### config.mk
export PLATFORM = sky130hd
export DESIGN_NAME = rtc_three_wire_field_access
export DESIGN_NICKNAME = d
export VERILOG_FILES = /design/src/rtcfa_pkg.sv /design/src/rtcfa_front.sv /design/src/rtcfa_queue.sv /design/src/rtcfa_back.sv /design/src/rtc_three_wire_field_access.sv
export SDC_FILE = /design/constraint.sdc
export NUM_CORES = 1
export LEC_CHECK = 0
export ABC_AREA = 0
export BUFFER_PORTS_ARGS = -buffer_cell sky130_fd_sc_hd__buf_4
export CAP_MARGIN = 25
export CORE_UTILIZATION = 40
export CTS_BUF_LIST = sky130_fd_sc_hd__clkbuf_16
export DETAILED_ROUTE_END_ITERATION = 10
export PLACE_DENSITY = 0.65
export REMOVE_ABC_BUFFERS = 1
export SYNTH_ARGS = -nofsm -noshare
export SYNTH_HDL_FRONTEND = slang
export SYNTH_HIERARCHICAL = 1
export SYNTH_SLANG_ARGS = --single-unit
### constraint.sdc
create_clock -name clock -period 3.6 [get_ports clock]
set_input_delay 0.18 -clock clock [delete_from_list [all_inputs] [get_ports clock]]
set_output_delay 0.18 -clock clock [all_outputs]
set_load 0.005 [all_outputs]
### src/rtcfa_pkg.sv
`default_nettype none
package rtcfa_pkg;

   localparam int BITS_PER_BYTE       = 8;
   localparam int QUEUE_DEPTH_DEFAULT = 2;

   localparam logic [1:0] FUNC_WRITE  = 2'd0;
   localparam logic [1:0] FUNC_READ   = 2'd1;
   localparam logic [1:0] FUNC_SAMPLE = 2'd2;

   localparam logic [1:0] CSR_TWELVE_HOUR = 2'd0;
   localparam logic [1:0] CSR_PM_FLAG     = 2'd1;

   localparam logic [2:0] FIELD_SECONDS = 3'd0;
   localparam logic [2:0] FIELD_HOURS   = 3'd2;
   localparam logic [2:0] FIELD_INVALID = 3'd7;

   // decoded command kinds handed from front to back
   localparam logic [2:0] CMD_REJ_IDLE = 3'd0;
   localparam logic [2:0] CMD_REJ_BUSY = 3'd1;
   localparam logic [2:0] CMD_WRITE    = 3'd2;
   localparam logic [2:0] CMD_READ     = 3'd3;
   localparam logic [2:0] CMD_SAMPLE   = 3'd4;
   localparam logic [2:0] CMD_FINAL    = 3'd5;

   localparam logic [5:0] STEP_WRITE_LAST  = 6'd33;
   localparam logic [5:0] STEP_READ_LAST   = 6'd17;
   localparam logic [5:0] STEP_SAMPLE_LAST = 6'd1;
   localparam logic [5:0] STEP_FINAL_LAST  = 6'd2;

   typedef struct packed {
      logic [2:0] kind;
      logic [7:0] addr;
      logic [7:0] data;
      logic [7:0] read_value;
   } cmd_type;

   typedef struct packed {
      logic full;
      logic empty;
   } queue_status_type;

   typedef struct packed {
      logic       chip_enable;
      logic       serial_clock;
      logic       io_out;
      logic       io_drive;
      logic [7:0] read_value;
      logic       read_valid;
      logic       rejected;
      logic       last;
   } pins_type;

endpackage
`default_nettype wire

### src/rtcfa_front.sv
`default_nettype none
module rtcfa_front (
   input  wire logic              clock,
   input  wire logic              reset,
   input  wire logic              req_tvalid,
   output logic                   req_tready,
   input  wire logic [15:0]       req_tdata,
   input  wire logic [1:0]        req_tuser,
   input  wire logic              csr_valid,
   input  wire logic [1:0]        csr_index,
   input  wire logic              csr_data,
   input  wire logic              queue_full,
   output logic                   push,
   output rtcfa_pkg::cmd_type     push_cmd
);
   import rtcfa_pkg::*;

   logic       twelve_hour_ff, twelve_hour_in;
   logic       pm_flag_ff, pm_flag_in;
   logic [7:0] receive_shift_ff, receive_shift_in;
   logic [3:0] bits_received_ff, bits_received_in;
   logic       reading_active_ff, reading_active_in;
   logic [2:0] read_field_ff, read_field_in;

   logic [1:0]  func;
   logic [2:0]  field;
   logic [6:0]  wval;
   logic        sample;
   logic        accept;
   logic        reject;
   logic [14:0] tens_prod;
   logic [3:0]  tens;
   logic [6:0]  tens_x10;
   logic [3:0]  units;
   logic [7:0]  bcd;
   logic [7:0]  shift_next;
   logic [3:0]  count_next;
   logic [7:0]  byte_masked;
   logic [7:0]  decoded;

   assign func       = req_tuser;
   assign field      = req_tdata[2:0];
   assign wval       = req_tdata[9:3];
   assign sample     = req_tdata[10];
   assign req_tready = ~queue_full;
   assign accept     = req_tvalid & req_tready;
   assign push       = accept;

   always_comb begin
      // tens by reciprocal multiply, exact for seven-bit values
      tens_prod = 15'(wval) * 15'd205;
      tens      = tens_prod[14:11];
      tens_x10  = 7'({tens, 3'b000}) + 7'({tens, 1'b0});
      units     = 4'(wval - tens_x10);
      bcd       = {tens, units};
      if (field == FIELD_HOURS) begin
         if (twelve_hour_ff) begin
            bcd[7] = 1'b1;
            bcd[5] = pm_flag_ff;
         end else begin
            bcd[7] = 1'b0;
         end
      end

      shift_next = receive_shift_ff;
      shift_next[bits_received_ff[2:0]] = sample;
      count_next = bits_received_ff + 4'd1;
      byte_masked = shift_next;
      if (read_field_ff == FIELD_SECONDS || read_field_ff == FIELD_HOURS) begin
         byte_masked[7] = 1'b0;
      end
      decoded = 8'({byte_masked[7:4], 3'b000}) + 8'({byte_masked[7:4], 1'b0})
              + 8'(byte_masked[3:0]);

      priority if (func == FUNC_WRITE || func == FUNC_READ) begin
         reject = (field == FIELD_INVALID) | reading_active_ff;
      end else if (func == FUNC_SAMPLE) begin
         reject = ~reading_active_ff;
      end else begin
         reject = 1'b1;
      end
   end

   always_comb begin
      twelve_hour_in    = twelve_hour_ff;
      pm_flag_in        = pm_flag_ff;
      receive_shift_in  = receive_shift_ff;
      bits_received_in  = bits_received_ff;
      reading_active_in = reading_active_ff;
      read_field_in     = read_field_ff;
      push_cmd.kind       = reading_active_ff ? CMD_REJ_BUSY : CMD_REJ_IDLE;
      push_cmd.addr       = {4'b1000, field, func[0]};
      push_cmd.data       = bcd;
      push_cmd.read_value = decoded;

      if (csr_valid) begin
         if (csr_index == CSR_TWELVE_HOUR) twelve_hour_in = csr_data;
         if (csr_index == CSR_PM_FLAG)     pm_flag_in     = csr_data;
      end

      if (accept && !reject) begin
         unique case (func)
            FUNC_WRITE: begin
               push_cmd.kind = CMD_WRITE;
            end
            FUNC_READ: begin
               push_cmd.kind     = CMD_READ;
               reading_active_in = 1'b1;
               bits_received_in  = 4'd0;
               receive_shift_in  = 8'd0;
               read_field_in     = field;
            end
            default: begin
               receive_shift_in = shift_next;
               if (count_next >= 4'(BITS_PER_BYTE)) begin
                  push_cmd.kind     = CMD_FINAL;
                  reading_active_in = 1'b0;
                  bits_received_in  = 4'd0;
               end else begin
                  push_cmd.kind    = CMD_SAMPLE;
                  bits_received_in = count_next;
               end
            end
         endcase
      end
   end

   always_ff @(posedge clock) begin
      if (reset) begin
         twelve_hour_ff    <= 1'b0;
         pm_flag_ff        <= 1'b0;
         receive_shift_ff  <= 8'd0;
         bits_received_ff  <= 4'd0;
         reading_active_ff <= 1'b0;
         read_field_ff     <= 3'd0;
      end else begin
         twelve_hour_ff    <= twelve_hour_in;
         pm_flag_ff        <= pm_flag_in;
         receive_shift_ff  <= receive_shift_in;
         bits_received_ff  <= bits_received_in;
         reading_active_ff <= reading_active_in;
         read_field_ff     <= read_field_in;
      end
   end

endmodule
`default_nettype wire

### src/rtcfa_queue.sv
`default_nettype none
module rtcfa_queue #(
   parameter int DEPTH = rtcfa_pkg::QUEUE_DEPTH_DEFAULT
) (
   input  wire logic                      clock,
   input  wire logic                      reset,
   input  wire logic                      push,
   input  rtcfa_pkg::cmd_type             push_cmd,
   input  wire logic                      pop,
   output rtcfa_pkg::cmd_type             head_cmd,
   output rtcfa_pkg::queue_status_type    status
);
   import rtcfa_pkg::*;

   localparam int PTR_W = (DEPTH > 1) ? $clog2(DEPTH) : 1;
   localparam int CNT_W = $clog2(DEPTH + 1);

   cmd_type            store_ff [DEPTH];
   logic [PTR_W-1:0]   wr_ptr_ff, wr_ptr_in;
   logic [PTR_W-1:0]   rd_ptr_ff, rd_ptr_in;
   logic [CNT_W-1:0]   count_ff, count_in;
   logic               do_push, do_pop;

   assign status.full  = (count_ff == CNT_W'(DEPTH));
   assign status.empty = (count_ff == '0);
   assign do_push      = push & ~status.full;
   assign do_pop       = pop & ~status.empty;
   assign head_cmd     = store_ff[rd_ptr_ff];

   always_comb begin
      wr_ptr_in = wr_ptr_ff;
      rd_ptr_in = rd_ptr_ff;
      count_in  = count_ff;
      if (do_push) begin
         wr_ptr_in = (wr_ptr_ff == PTR_W'(DEPTH - 1)) ? '0 : wr_ptr_ff + PTR_W'(1);
      end
      if (do_pop) begin
         rd_ptr_in = (rd_ptr_ff == PTR_W'(DEPTH - 1)) ? '0 : rd_ptr_ff + PTR_W'(1);
      end
      if (do_push && !do_pop) count_in = count_ff + CNT_W'(1);
      if (do_pop && !do_push) count_in = count_ff - CNT_W'(1);
   end

   always_ff @(posedge clock) begin
      if (do_push) store_ff[wr_ptr_ff] <= push_cmd;
   end

   always_ff @(posedge clock) begin
      if (reset) begin
         wr_ptr_ff <= '0;
         rd_ptr_ff <= '0;
         count_ff  <= '0;
      end else begin
         wr_ptr_ff <= wr_ptr_in;
         rd_ptr_ff <= rd_ptr_in;
         count_ff  <= count_in;
      end
   end

endmodule
`default_nettype wire

### src/rtcfa_back.sv
`default_nettype none
module rtcfa_back (
   input  wire logic              clock,
   input  wire logic              reset,
   input  rtcfa_pkg::cmd_type     head_cmd,
   input  wire logic              head_valid,
   output logic                   pop,
   output logic                   rsp_valid,
   input  wire logic              rsp_ready,
   output rtcfa_pkg::pins_type    rsp_pins
);
   import rtcfa_pkg::*;

   logic [5:0]  step_ff, step_in;
   logic        rsp_valid_ff, rsp_valid_in;
   pins_type    rsp_pins_ff, rsp_pins_in;

   logic        load;
   logic [5:0]  step_m1;
   logic [15:0] shift_word;
   logic        shift_bit;
   logic        bit_clock;
   logic [5:0]  last_step;
   pins_type    next_pins;

   assign load      = ~rsp_valid_ff | rsp_ready;
   assign step_m1   = step_ff - 6'd1;
   assign shift_word = {head_cmd.data, head_cmd.addr};
   assign shift_bit = shift_word[step_m1[4:1]];
   assign bit_clock = ~step_m1[0];

   always_comb begin
      next_pins = '0;
      last_step = 6'd0;
      unique case (head_cmd.kind)
         CMD_REJ_IDLE: begin
            next_pins.io_drive = 1'b1;
            next_pins.rejected = 1'b1;
         end
         CMD_REJ_BUSY: begin
            next_pins.chip_enable = 1'b1;
            next_pins.rejected    = 1'b1;
         end
         CMD_WRITE: begin
            last_step          = STEP_WRITE_LAST;
            next_pins.io_drive = 1'b1;
            if (step_ff == 6'd0) begin
               next_pins.chip_enable = 1'b1;
            end else if (step_ff != STEP_WRITE_LAST) begin
               next_pins.chip_enable  = 1'b1;
               next_pins.serial_clock = bit_clock;
               next_pins.io_out       = shift_bit;
            end
         end
         CMD_READ: begin
            last_step             = STEP_READ_LAST;
            next_pins.chip_enable = 1'b1;
            if (step_ff == 6'd0) begin
               next_pins.io_drive = 1'b1;
            end else if (step_ff != STEP_READ_LAST) begin
               // drive the address byte; the data line is released after it
               next_pins.io_drive     = 1'b1;
               next_pins.serial_clock = bit_clock;
               next_pins.io_out       = shift_bit;
            end
         end
         CMD_SAMPLE: begin
            last_step              = STEP_SAMPLE_LAST;
            next_pins.chip_enable  = 1'b1;
            next_pins.serial_clock = (step_ff == 6'd0);
         end
         CMD_FINAL: begin
            last_step = STEP_FINAL_LAST;
            if (step_ff == STEP_FINAL_LAST) begin
               next_pins.io_drive   = 1'b1;
               next_pins.read_value = head_cmd.read_value;
               next_pins.read_valid = 1'b1;
            end else begin
               next_pins.chip_enable  = 1'b1;
               next_pins.serial_clock = (step_ff == 6'd0);
            end
         end
         default: begin
            next_pins.io_drive = 1'b1;
            next_pins.rejected = 1'b1;
         end
      endcase
      next_pins.last = (step_ff == last_step);
   end

   always_comb begin
      step_in      = step_ff;
      rsp_valid_in = rsp_valid_ff;
      rsp_pins_in  = rsp_pins_ff;
      pop          = 1'b0;
      if (load) begin
         rsp_valid_in = head_valid;
         if (head_valid) begin
            rsp_pins_in = next_pins;
            if (next_pins.last) begin
               step_in = 6'd0;
               pop     = 1'b1;
            end else begin
               step_in = step_ff + 6'd1;
            end
         end
      end
   end

   always_ff @(posedge clock) begin
      if (reset) begin
         step_ff      <= 6'd0;
         rsp_valid_ff <= 1'b0;
      end else begin
         step_ff      <= step_in;
         rsp_valid_ff <= rsp_valid_in;
      end
   end

   always_ff @(posedge clock) begin
      rsp_pins_ff <= rsp_pins_in;
   end

   assign rsp_valid = rsp_valid_ff;
   assign rsp_pins  = rsp_pins_ff;

endmodule
`default_nettype wire

### src/rtc_three_wire_field_access.sv
// Three-wire serial master for a real-time-clock chip, one field per request.
// req channel: tuser carries the function (write, read, data-line sample); tdata
//   carries field_select, write_value and io_sample. req_tready falls only when
//   the command queue between the decoder and the pin sequencer is full.
// rsp channel: one word per pin state. tdata carries the pin levels and the
//   decoded read value, tuser the read_valid and rejected flags, tlast marks the
//   final word that belongs to a request.
// csr channel: index 0 selects 12-hour mode, index 1 the PM flag; always ready.
// Words per request: write 34, read 18, sample 2 (3 on the eighth sample),
//   rejected request 1. The pin sequencer's step counter emits one word per
//   cycle unless rsp_tready stalls it or the queue is empty.
// A request's first word passes the command queue, then the output register.
// Requests are decoded on entry and queued (QUEUE_DEPTH entries), so the next
//   request is taken while earlier pin states still stream out.
// A stalled rsp_tready holds the current word and the sequencer; the queue then
//   fills and req_tready drops.
// Reset clears the read state, both configuration bits, the queue and the
//   output valid flag; the output pin word register is not reset.
`default_nettype none
module rtc_three_wire_field_access #(
   parameter int QUEUE_DEPTH = rtcfa_pkg::QUEUE_DEPTH_DEFAULT
) (
   input  wire logic        clock,
   input  wire logic        reset,
   input  wire logic        req_tvalid,
   output logic             req_tready,
   // field_select[2:0], write_value[9:3], io_sample[10], zero [15:11]
   input  wire logic [15:0] req_tdata,
   // func[1:0]
   input  wire logic [1:0]  req_tuser,
   output logic             rsp_tvalid,
   input  wire logic        rsp_tready,
   // chip_enable[0], serial_clock[1], io_out[2], io_drive[3], read_value[11:4],
   // zero [15:12]
   output logic [15:0]      rsp_tdata,
   // read_valid[0], rejected[1]
   output logic [1:0]       rsp_tuser,
   output logic             rsp_tlast,
   input  wire logic        csr_valid,
   output logic             csr_ready,
   input  wire logic [1:0]  csr_index,
   input  wire logic        csr_data
);
   import rtcfa_pkg::*;

   cmd_type          push_cmd;
   cmd_type          head_cmd;
   queue_status_type q_status;
   pins_type         rsp_pins;
   logic             push;
   logic             pop;

   assign csr_ready = 1'b1;

   rtcfa_front u_front (
      .clock      (clock),
      .reset      (reset),
      .req_tvalid (req_tvalid),
      .req_tready (req_tready),
      .req_tdata  (req_tdata),
      .req_tuser  (req_tuser),
      .csr_valid  (csr_valid),
      .csr_index  (csr_index),
      .csr_data   (csr_data),
      .queue_full (q_status.full),
      .push       (push),
      .push_cmd   (push_cmd)
   );

   rtcfa_queue #(
      .DEPTH (QUEUE_DEPTH)
   ) u_queue (
      .clock    (clock),
      .reset    (reset),
      .push     (push),
      .push_cmd (push_cmd),
      .pop      (pop),
      .head_cmd (head_cmd),
      .status   (q_status)
   );

   rtcfa_back u_back (
      .clock      (clock),
      .reset      (reset),
      .head_cmd   (head_cmd),
      .head_valid (~q_status.empty),
      .pop        (pop),
      .rsp_valid  (rsp_tvalid),
      .rsp_ready  (rsp_tready),
      .rsp_pins   (rsp_pins)
   );

   assign rsp_tdata = {4'b0000, rsp_pins.read_value, rsp_pins.io_drive, rsp_pins.io_out,
                       rsp_pins.serial_clock, rsp_pins.chip_enable};
   assign rsp_tuser = {rsp_pins.rejected, rsp_pins.read_valid};
   assign rsp_tlast = rsp_pins.last;

   a_final_drops_enable: assert property (@(posedge clock) disable iff (reset)
      rsp_tvalid && rsp_pins.read_valid |-> rsp_pins.last && !rsp_pins.chip_enable)
      else $error("finished read word must be last and drop enable");

   a_reject_single: assert property (@(posedge clock) disable iff (reset)
      rsp_tvalid && rsp_pins.rejected |-> rsp_pins.last && rsp_pins.read_value == 8'd0)
      else $error("rejected word must be a single last word with no value");

   a_queue_status: assert property (@(posedge clock) disable iff (reset)
      !(q_status.full && q_status.empty))
      else $error("queue reports full and empty at once");

   a_accept_queues: assert property (@(posedge clock) disable iff (reset)
      req_tvalid && req_tready |=> !q_status.empty)
      else $error("accepted request did not reach the queue");

endmodule
`default_nettype wire

==> results of run 1 <==
==> worst max-delay path by stage <==
stage | to | slack (ns) | depth (start not counted)
2_1_floorplan | u_queue/store_ff[0][11] | -0.39 | 16
3_3_place_gp | u_queue/store_ff[0][11] | -0.58 | 18
3_5_place_dp | u_queue/store_ff[0][11] | -0.64 | 18
4_1_cts | u_queue/store_ff[0][11] | -0.02 | 18
5_1_grt | u_queue/store_ff[0][11] | -0.24 | 18
6_report | u_queue/store_ff[0][11] | -0.11 | 18
==> kinds of logic after synthesis <==
| family | share of synthesized area (%) |
|---|---|
| simple gates | 12.0 |
| flops | 45.5 |
| buf+inv | 5.82 |
| fa+ha+maj | 14.8 |
| compound gates | 7.40 |
| mux | 9.61 |
| xor+xnor | 4.57 |
| other cells | 0.257 |
==> registers in the layout, summed over array words and instances (netlist names), named ones only <==
register and flops:
u_back/rsp_pins 15, u_back/rsp_valid 1, u_back/step_ff 6, u_front/bits_received_ff 4
u_front/pm_flag_ff 1, u_front/read_field_ff 2, u_front/reading_active_ff 1, u_front/receive_shift_ff 8
u_front/twelve_hour_ff 1, u_queue/count_ff 2, u_queue/rd_ptr_ff 1, u_queue/store_ff 54
u_queue/wr_ptr_ff 1
==> what timing repair did <==
item / in CTS / in global routing
buffers inserted: 1 / 3
endpoints found under the setup margin: 4 / 4
hold buffers: 0 / 0
resized for setup: 24 / 11
hold endpoints to repair: 0 / 0
cloned: 0 / 0
pin swaps: 20 / 8
==> routing by layer <==
layer  wire length (um)  GRT usage, %
met1               5220          21.1
met2               5240          25.2
met3                330          2.32
met4                133          5.64
met5                  0             0
==> through the flow <==
| stage | utilization (%) | hold WS, ns | area [sq um] | cells | setup WS (ns) |
|---|---|---|---|---|---|
| final | 49.6 | 0.0620 | 6970 | 743 | -0.107 |
| after floorplan | - | 0.249 | 5670 | 472 | -0.390 |
| after CTS | 49.2 | 0.0485 | 6910 | 741 | -0.0187 |
| after global routing | 49.6 | 0.0520 | 6970 | 743 | -0.245 |
| after detailed placement | 45.8 | 0.400 | 6430 | 724 | -0.638 |
| after global placement | 45.8 | 0.395 | 6430 | 724 | -0.578 |
==> power by group <==
part	leakage, nW	switching, mW	internal [mW]
Combinational	1.83	0.913	0.878
Clock	0.160	0.409	0.581
Sequential	0.891	0.0954	1.55
Total	2.88	1.42	3.01
==> area by class of cell <==
class                           count  area (sq um)
Clock buffer                       10           250
Inverter                           41           155
Tap cell                          180           225
Sequential cell                    98          2650
Clock inverter                      6          61.3
Fill cell                        1214          7070
Multi-Input combinational cell    333          3040
Timing Repair Buffer               75           589
==> cell usage in the layout (no fill, tap or decap), types with 4 or more instances in the layout <==
cell type	count
inv_1	35
inv_2	6
mux2i_1	8
nor3_1	12
or3_1	4
a31oi_1	4
nor2_1	37
buf_4	69
nor3b_1	6
o21ai_0	8
edfxtp_1	69
and3_1	4
fa_1	7
and2_1	9
xor2_1	6
xnor2_1	19
mux2_1	11
o21a_1	4
nand3_1	6
nand3b_1	8
ha_1	40
nand2_1	14
dfxtp_1	29
a21oi_1	19
a22oi_1	8
buf_6	5
mux2_2	25
ha_4	11
clkbuf_16	10
conb_1	9
==> impl_results.md, run 1 <==
* Synthesized cell area at ~0.0058 sq mm
* Final min period at about 3.7 ns
* Slowest CP cell: fa_1
* Mapped Cells at roughly 500
* Final GP Congestion at 0.811
* Max-cap violations at 0
* Die area at 0.0151 sq mm
* Die height at 123 um
* Synth unique cells at just over 60
* Async SR Flop Fraction at 0%
* Slew Viols, Final at 0
* Crit path largest cell delay at slightly below 0.5 ns
* Reg-to-reg endpoint: u_queue/count_ff[1]
* PD cells at roughly 640 mW/mm^2
* Final Hold Fails at 0
* Nets at between 600 and 700
* Cell taking the most area after synthesis: edfxtp_1
* DR DRC count at 0
* Top-count cell post-synth: edfxtp_1
* Wire per inst at around 15 um
* Final worst path period share at 103%
* Synth warn at 6
* Critical path arrival at 3.86 ns
* CORE AREA at roughly 0.014 sq mm
* WHS Endpoint: u_queue/store_ff[1][19]
* First-pass GRT wire length at approximately 18 mm
* TritonRoute pass-1 iters at 4
* RSZ-0062 raised after global routing: yes
* Worst R2R Path Depth at 11
* Worst slew pin tran at roughly 0.83 ns
* Setup TNS at -0.208 ns
* Register clock-pin slew on the reported worst setup and hold paths at roughly 0.060 ns
* Maximum vdd ir drop at about 0.0003 V
* Horiz. Die Dim at approximately 120 um
* Crit-path most repeated cell: ha_4
* Number of synthesized flops with an enable pin at slightly below 70
* HPWL after detailed placement at 7.64 mm
* Final setup vio count at 2
* Share of cells above drive strength 1 at between 20% and 30%
* H-tree depth at 3
* Hold WC Path Type: in2reg
* Clock tree from TritonCTS: yes
* Worst path cell trace: buf_8 > ha_4 > ha_4 > fa_1 > inv_1 > fa_1 > inv_2 > ha_4 > a21oi_4 > a2111oi_4 > o22a_2 > a21oi_2 > xnor2_1 > ha_2 > and2_4 > nor2_1 > mux2i_1 > xor2_1
* Largest net degree at the start of global routing at 30
* CP endpoint kind: flop
* Clock Path Buffers at 2
* Hold Path Cell Cnt at 1
* Synth Flop Type: edfxtp_1
* Layout Skew at between 0.009 and 0.01 ns
* Worst hold path startpoint: req_tdata[2]
* CP Max Fanout at 4
* Maximum clock rate at roughly 0.27 GHz
* Status: finished, violations left
* Gr ovfl total at 0
* Failing checks: setup timing
* Number of port buffers at 37
* Synthesis-stage register bit count at 98
* Num CTS Buffers at 9
* Clk sink count at about 100
* Rel. slew slack at between 40% and 50%
* Via count at 3752
* GRT Util Overall at between 10% and 20%
* Setup crit start kind: primary input
* Commonest cells post-synth: edfxtp_1, ha_1, inv_1, nor2_1, dfxtp_1
* Share of the synthesized area in the top cell type at a little over a third
* Top area cells in the synthesized netlist: edfxtp_1, ha_1, dfxtp_1
* Vias in the first global route at roughly 3800
* Clk Latency, worst-skew pair at 0.34 ns
* Critical setup path kind: in2reg
* I/O Pins at 48
* Worst Path Buf+Inv at 3
* Initial antenna violation count at 0
* Leakage at 2.88 nW
* Via density at around 5
* Initial DRC count at between 200 and 300
* Total power at roughly 4.4 mW
* Required @ worst endpoint at between 3 and 4 ns
* Root Buffer: clkbuf_16
* Critical Path Source: req_tdata[7]
* Worst path top cell family by delay: adder cells
* Diodes inserted at 0
* Initial Util at about two fifths
* Syn avg cell area at about 12 sq um
* Synthesis-to-finish area growth at 19.6%
* Row Count at 43
* Antenna Nets Post-Route at 0
* Worst R2R Setup Slack at 0.34 ns
* Seq/Total Area, Yosys at approximately 45%
* Drt total wl at roughly 11 mm
* Setup ws final at -0.107 ns
Power figures use the tool's default switching activity.
==> run 2, diff against run 1 <==
==> constraint.sdc (replaced) <==
create_clock -name clock -period 3 [get_ports clock]
set_input_delay 0.15 -clock clock [delete_from_list [all_inputs] [get_ports clock]]
set_output_delay 0.15 -clock clock [all_outputs]
set_load 0.005 [all_outputs]
==> run 2 against run 1 <==
  * The flow still finishes with violations (setup timing)
  * Utilization is 1.5 points higher
  * Cell count grew 2.3%
  * Sequential cell count stayed put
  * Clock-buffer cell count fell by 1
  * Clock power is 16% higher
  * Largest cell class unchanged
  * Highest routed layer unchanged
==> impl_results.md, run 2 (synthesis gave the netlist of run 1 again) <==
* Critical path arrival at approximately 3.7 ns
* Required @ worst endpoint at just over 3 ns
* Hold WC Path Type: in2reg
* Slowest CP cell: fa_1
* Clock tree from TritonCTS: yes
* CP Max Fanout at 3
* Antenna Nets Post-Route at 0
* Multi-input logic area at a little over 0.003 sq mm
* Num CTS Buffers at 9
* Initial Util at roughly two fifths
* PD cells at between 700 and 800 mW/mm^2
* Critical setup path kind: in2reg
* Clock Path Buffers at 2
* Hold buffer count at CTS at 0
* Initial antenna violation count at 0
* Die height at 123 um
* Root Buffer: clkbuf_16
* Reg-to-reg endpoint: u_queue/count_ff[1]
* CORE AREA at roughly 0.014 sq mm
* Share of cells above drive strength 1 at about a third
* Worst path cell trace: buf_8 > ha_4 > fa_1 > ha_1 > inv_2 > fa_1 > inv_2 > ha_4 > a2111o_1 > o22a_2 > a21oi_2 > xnor2_1 > ha_1 > and2_4 > nor2b_2 > mux2i_1 > xor2_1
* Commonest non-fill, non-tap cells in the layout: buf_4, edfxtp_1, ha_1
* RSZ-0062 raised after global routing: yes
* Clk sink count at about 100
* Maximum vdd ir drop at 0.000351 V
* Maximum clock rate at 0.274 GHz
* Sequential power share at a little over a third
* Max-cap violations at 0
* Via density at around 5.1
* Comb pwr share at approximately 43%
* Internal power at ~3.7 mW
* TritonRoute pass-1 iters at 4
* Commonest non-fill, non-tap cell in the layout: buf_4
* Register area at roughly 0.0027 sq mm
* Rel. slew slack at approximately 53%
* CP endpoint kind: flop
* Register name with the most flops: u_queue/store_ff
* Worst R2R Setup Slack at around 0.17 ns
* Number of port buffers at 37
* Worst R2R Path Depth at 11
* Vias in the first global route at about 3900
* Worst slew pin tran at 0.699 ns
* Setup ws final at -0.646 ns
* Register clock-pin slew on the reported worst setup and hold paths at around 0.070 ns
* Net switching power at around 1.8 mW
* Drt total wl at ~11 mm
* Final min period at about 3.6 ns
* Setup crit start kind: primary input
* WHS at between 0.02 and 0.025 ns
* Crit path largest cell delay at roughly 0.5 ns
* Number of flip-flops in the largest register at 54
* Row Count at 43
* CP endpoint: u_queue/store_ff[0][11]
* First-pass GRT wire length at about 18 mm
* Nets at around 660
* Fin util at 51.1%
* Clk Latency, worst-skew pair at ~0.34 ns
* Initial DRC count at 178
* Horiz. Die Dim at roughly 120 um
* Final worst path period share at 122%
* DR DRC count at 0
* Net Sw Frac at 32.5%
* Failing checks: setup timing
* Status: finished, violations left
* GRT Util Overall at 15.9%
* Final GP Congestion at 0.809
* # fillers at 1200
* Wire per inst at about 15 um
* Slew Viols, Final at 0
* Clock power frac at a little over a fifth
* I/O Pins at 48
* Synthesis-to-finish area growth at 23.1%
* Diodes inserted at 0
* HPWL after detailed placement at between 7 and 8 mm
* Final Hold Fails at 0
* Final setup vio count at 12
* Critical Path Source: req_tdata[7]
* Layout Skew at between 0.007 and 0.008 ns
* H-tree depth at 3
* Total power at approximately 5.5 mW
* Leakage at 2.96 nW
* Largest net degree at the start of global routing at 30
* Die area at 0.0151 sq mm
* Via count at around 3900
* Gr ovfl total at 0
run 2: worst min-delay path by stage:
stage / startpoint / end / slack (ns) / depth (start not counted)
after detailed placement: req_tdata[2] / u_queue/store_ff[0][19] / 0.37 / 1
after global placement: req_tdata[1] / u_queue/store_ff[0][18] / 0.36 / 1
after floorplan: reset / u_back/rsp_valid / 0.22 / 1
after global routing: req_tdata[1] / u_queue/store_ff[0][18] / 0.01 / 1
after CTS: req_tdata[0] / u_queue/store_ff[1][17] / 0.008 / 1
final: req_tdata[1] / u_queue/store_ff[0][18] / 0.02 / 1
run 2: worst max-delay path, delay by kind of cell:
family	cells	cell delay, ns
AO/OA/AOI/OAI	3	0.83
XOR/XNOR	2	0.29
adder cells (fa/ha/maj)	6	1.91
buffers and inverters	3	0.20
multiplexers	1	0.09
AND/OR/NAND/NOR	2	0.25
run 2: per-stage QoR:
stage	TNS, ns	cells	area (sq um)	setup slack [ns]
final	-3.79	760	7180	-0.646
after CTS	-2.56	757	7070	-0.559
after global routing	-4.92	760	7180	-0.804
after floorplan	-5.85	472	5670	-0.960
after global placement	-10.29	738	6550	-1.15
after detailed placement	-11.06	738	6550	-1.26
run 2: power by group through the flow:
stage / clock, mW / sequential (mW) / combinational (mW)
finish: 1.15 / 1.96 / 2.38
global route: 1.23 / 1.99 / 2.63
CTS: 1.18 / 1.96 / 2.28
detailed placement: 0 / 1.99 / 2.09
global placement: 0 / 1.98 / 2.03
floorplan: 0 / 2.02 / 1.25
run 2: final cells by class:
type                    instances  area share (%)
multi-input cells             333            43.3
clock inverters                 7            1.05
well taps                     180            3.14
clock buffers                   9            3.14
repair buffers                 92            10.1
flip-flops and latches         98            37.0
inverters                      41            2.20
run 2: what timing repair did:
action,in CTS,in global routing
resized for setup,32,22
setup buffers,5,7
setup endpoints to repair,14,19
pin swaps,24,9
run 2: per-layer routing:
layer	part of all wire [%]	vias to the layer above	track usage, %
li1	-	1923	-
met1	46	1842	20.7
met2	48	86	26.3
met3	3.7	17	2.56
met4	2.3	0	6.63
met5	0	-	0
==> run 3, diff against run 2 <==
--- a/config.mk
+++ b/config.mk
@@ -8,6 +8,7 @@
 export ABC_AREA = 0
 export BUFFER_PORTS_ARGS = -buffer_cell sky130_fd_sc_hd__buf_4
 export CAP_MARGIN = 25
+export CORE_MARGIN = 1.5
 export CORE_UTILIZATION = 40
 export CTS_BUF_LIST = sky130_fd_sc_hd__clkbuf_16
 export DETAILED_ROUTE_END_ITERATION = 10
==> run 3 against run 2 <==
  * The flow still finishes with violations (setup timing)
  * Hold slack got worse by 0.0024 ns
  * Cell count rose by 0.39%
  * Maximum frequency barely moved
  * Utilization rose by 0.26 points
  * Via count fell by 0.75%
  * Critical path depth did not move
  * Final area rose by 0.51%
  * Global-route usage fell by 0.32 points
  * Clock skew barely moved
  * Worst setup slack improved by 0.0028 ns
  * Clock power barely moved
  * Clock-buffer cell count rose by 1
  * Largest cell class unchanged
==> impl_results.md, run 3 (synthesis gave the netlist of run 1 again) <==
* Status: finished, violations left
* Failing checks: setup timing
* Fin util at approximately half
* Share of cells above drive strength 1 at 33.1%
* Commonest non-fill, non-tap cell in the layout: buf_4
* Layout Skew at 0.00831 ns
* Register name with the most flops: u_queue/store_ff
* Synthesis-to-finish area growth at 23.7%
* Slowest CP cell: fa_2
* Crit path largest cell delay at 0.52 ns
* DR DRC count at 0
* Final setup vio count at 12
* Clk sink count at a little under 100
* Worst path cell trace: buf_8 > ha_4 > fa_1 > ha_4 > inv_2 > fa_2 > inv_2 > ha_4 > a2111o_1 > o22a_2 > a21oi_2 > xnor2_1 > ha_1 > and2_4 > nor2b_1 > mux2i_1 > xor2_1
* PD cells at between 700 and 800 mW/mm^2
* Commonest non-fill, non-tap cells in the layout: buf_4, edfxtp_1, ha_1
* CORE AREA at 0.0140 sq mm
* Vias in the first global route at between 3000 and 4000
* CP Max Fanout at 3
* Via count at ~3800
* Register clock-pin slew on the reported worst setup and hold paths at ~0.070 ns
* Nets at ~670
* GRT Util Overall at between 15 and 20%
* Root Buffer: clkbuf_16
* Antenna Nets Post-Route at 0
* Clock Path Buffers at 2
* Drt total wl at ~11 mm
* Clock tree from TritonCTS: yes
* Num CTS Buffers at 9
* Rel. slew slack at 54.8%
* Initial antenna violation count at 0
* Horiz. Die Dim at roughly 120 um
* TritonRoute pass-1 iters at 4
* Required @ worst endpoint at roughly 3 ns
* Setup crit start kind: primary input
* HPWL after detailed placement at around 8.0 mm
* Worst slew pin tran at 0.678 ns
* RSZ-0062 raised after global routing: yes
* Die area at 0.0153 sq mm
* Slew Viols, Final at 0
* Critical setup path kind: in2reg
* Hold WC Path Type: in2reg
* Critical path arrival at around 3.7 ns
* Die height at 124 um
* Maximum clock rate at roughly 0.27 GHz
* Maximum vdd ir drop at roughly 0.00036 V
* Crit-path most repeated cell: ha_4
* Final min period at roughly 3.6 ns
* CP endpoint kind: flop
* Final GP Congestion at just over 0.8
* Placed insts at ~740
* Largest net degree at the start of global routing at 30
* First-pass GRT wire length at 18.5 mm
* Non-Filler Instances at about 760
* Number of flip-flops in the largest register at 54
* Row Count at 43
* Clk Latency, worst-skew pair at between 0.3 and 0.4 ns
* Via density at ~5
* Setup ws final at -0.644 ns
* I/O Pins at 48
* Gr ovfl total at 0
* Final worst path period share at 121%
* Max-cap violations at 0
* Number of port buffers at 37
* Diodes inserted at 0
* Initial Util at between 40% and 50%
* Total power at roughly 5.5 mW
* Final Hold Fails at 0
* Initial DRC count at 242
* H-tree depth at 3
* Leakage at between 2 and 3 nW
* WHS at 0.0189 ns
* Wire per inst at around 15 um
## run 3: cell types whose count changed in the layout (fill, tap and decap cells not counted), moves of 2 or more
cell        previous run  this run
buf_4                 86        90
clkinvlp_4             2         0
dfxtp_1               25        27
dfxtp_2                4         2
ha_1                  41        38
ha_4                  11        13
inv_2                  7         9
## run 3: per-layer routing
layer	wire, um	share of wire, %	up-vias	track usage [%]
met1	5270	47	1861	20.5
met3	277	2.5	12	2.15
met4	189	1.7	0	6.68
met2	5530	49	51	25.9
met5	0	0	-	0
li1	-	-	1915	-
## run 3: report_power, final
group          switching (mW)  internal [mW]
Clock                   0.505          0.622
Combinational            1.19           1.22
Sequential             0.0966           1.86
## run 3: repair_timing
item / in CTS / in global routing
pin swaps: 20 / 6
buffers inserted: 3 / 7
hold buffers: 0 / 0
setup endpoints to repair: 14 / 17
gates resized for setup: 31 / 21
## run 3: worst max-delay path, delay by kind of cell
family | cells | cell delay [ns]
XOR/XNOR | 2 | 0.29
AO/OA/AOI/OAI | 3 | 0.77
buffers and inverters | 3 | 0.19
adder cells (fa/ha/maj) | 6 | 1.93
AND/OR/NAND/NOR | 2 | 0.27
multiplexers | 1 | 0.11
## run 3: layout make-up
type,instances,area (sq um)
timing repair buffer,95,744
clock buffer,10,250
sequential,98,2660
multi-input combinational,333,3140
tap,180,225
inverter,41,155
fill,1196,6830
clock inverter,6,45.0
## run 3: worst paths after layout
path | cells past startpoint | from | slack, ns | endpoint
setup / recovery | 17 | req_tdata[7] | -0.64 | u_queue/store_ff[0][11]
hold / removal | 1 | req_tdata[2] | 0.02 | u_queue/store_ff[1][19]
setup reg to reg | 11 | flop | 0.14 | u_queue/count_ff[1]
hold reg to reg | 2 | u_queue/wr_ptr_ff | 0.49 | u_queue/wr_ptr_ff
## run 3: per-stage QoR
stage               area (sq um)  worst slack [ns]  TNS (ns)
floorplan                   5670            -0.960     -5.85
global placement            6550             -1.15    -10.29
detailed placement          6550             -1.23    -10.82
CTS                         7060            -0.558     -2.23
global route                7210            -0.760     -5.15
finish                      7210            -0.644     -3.93
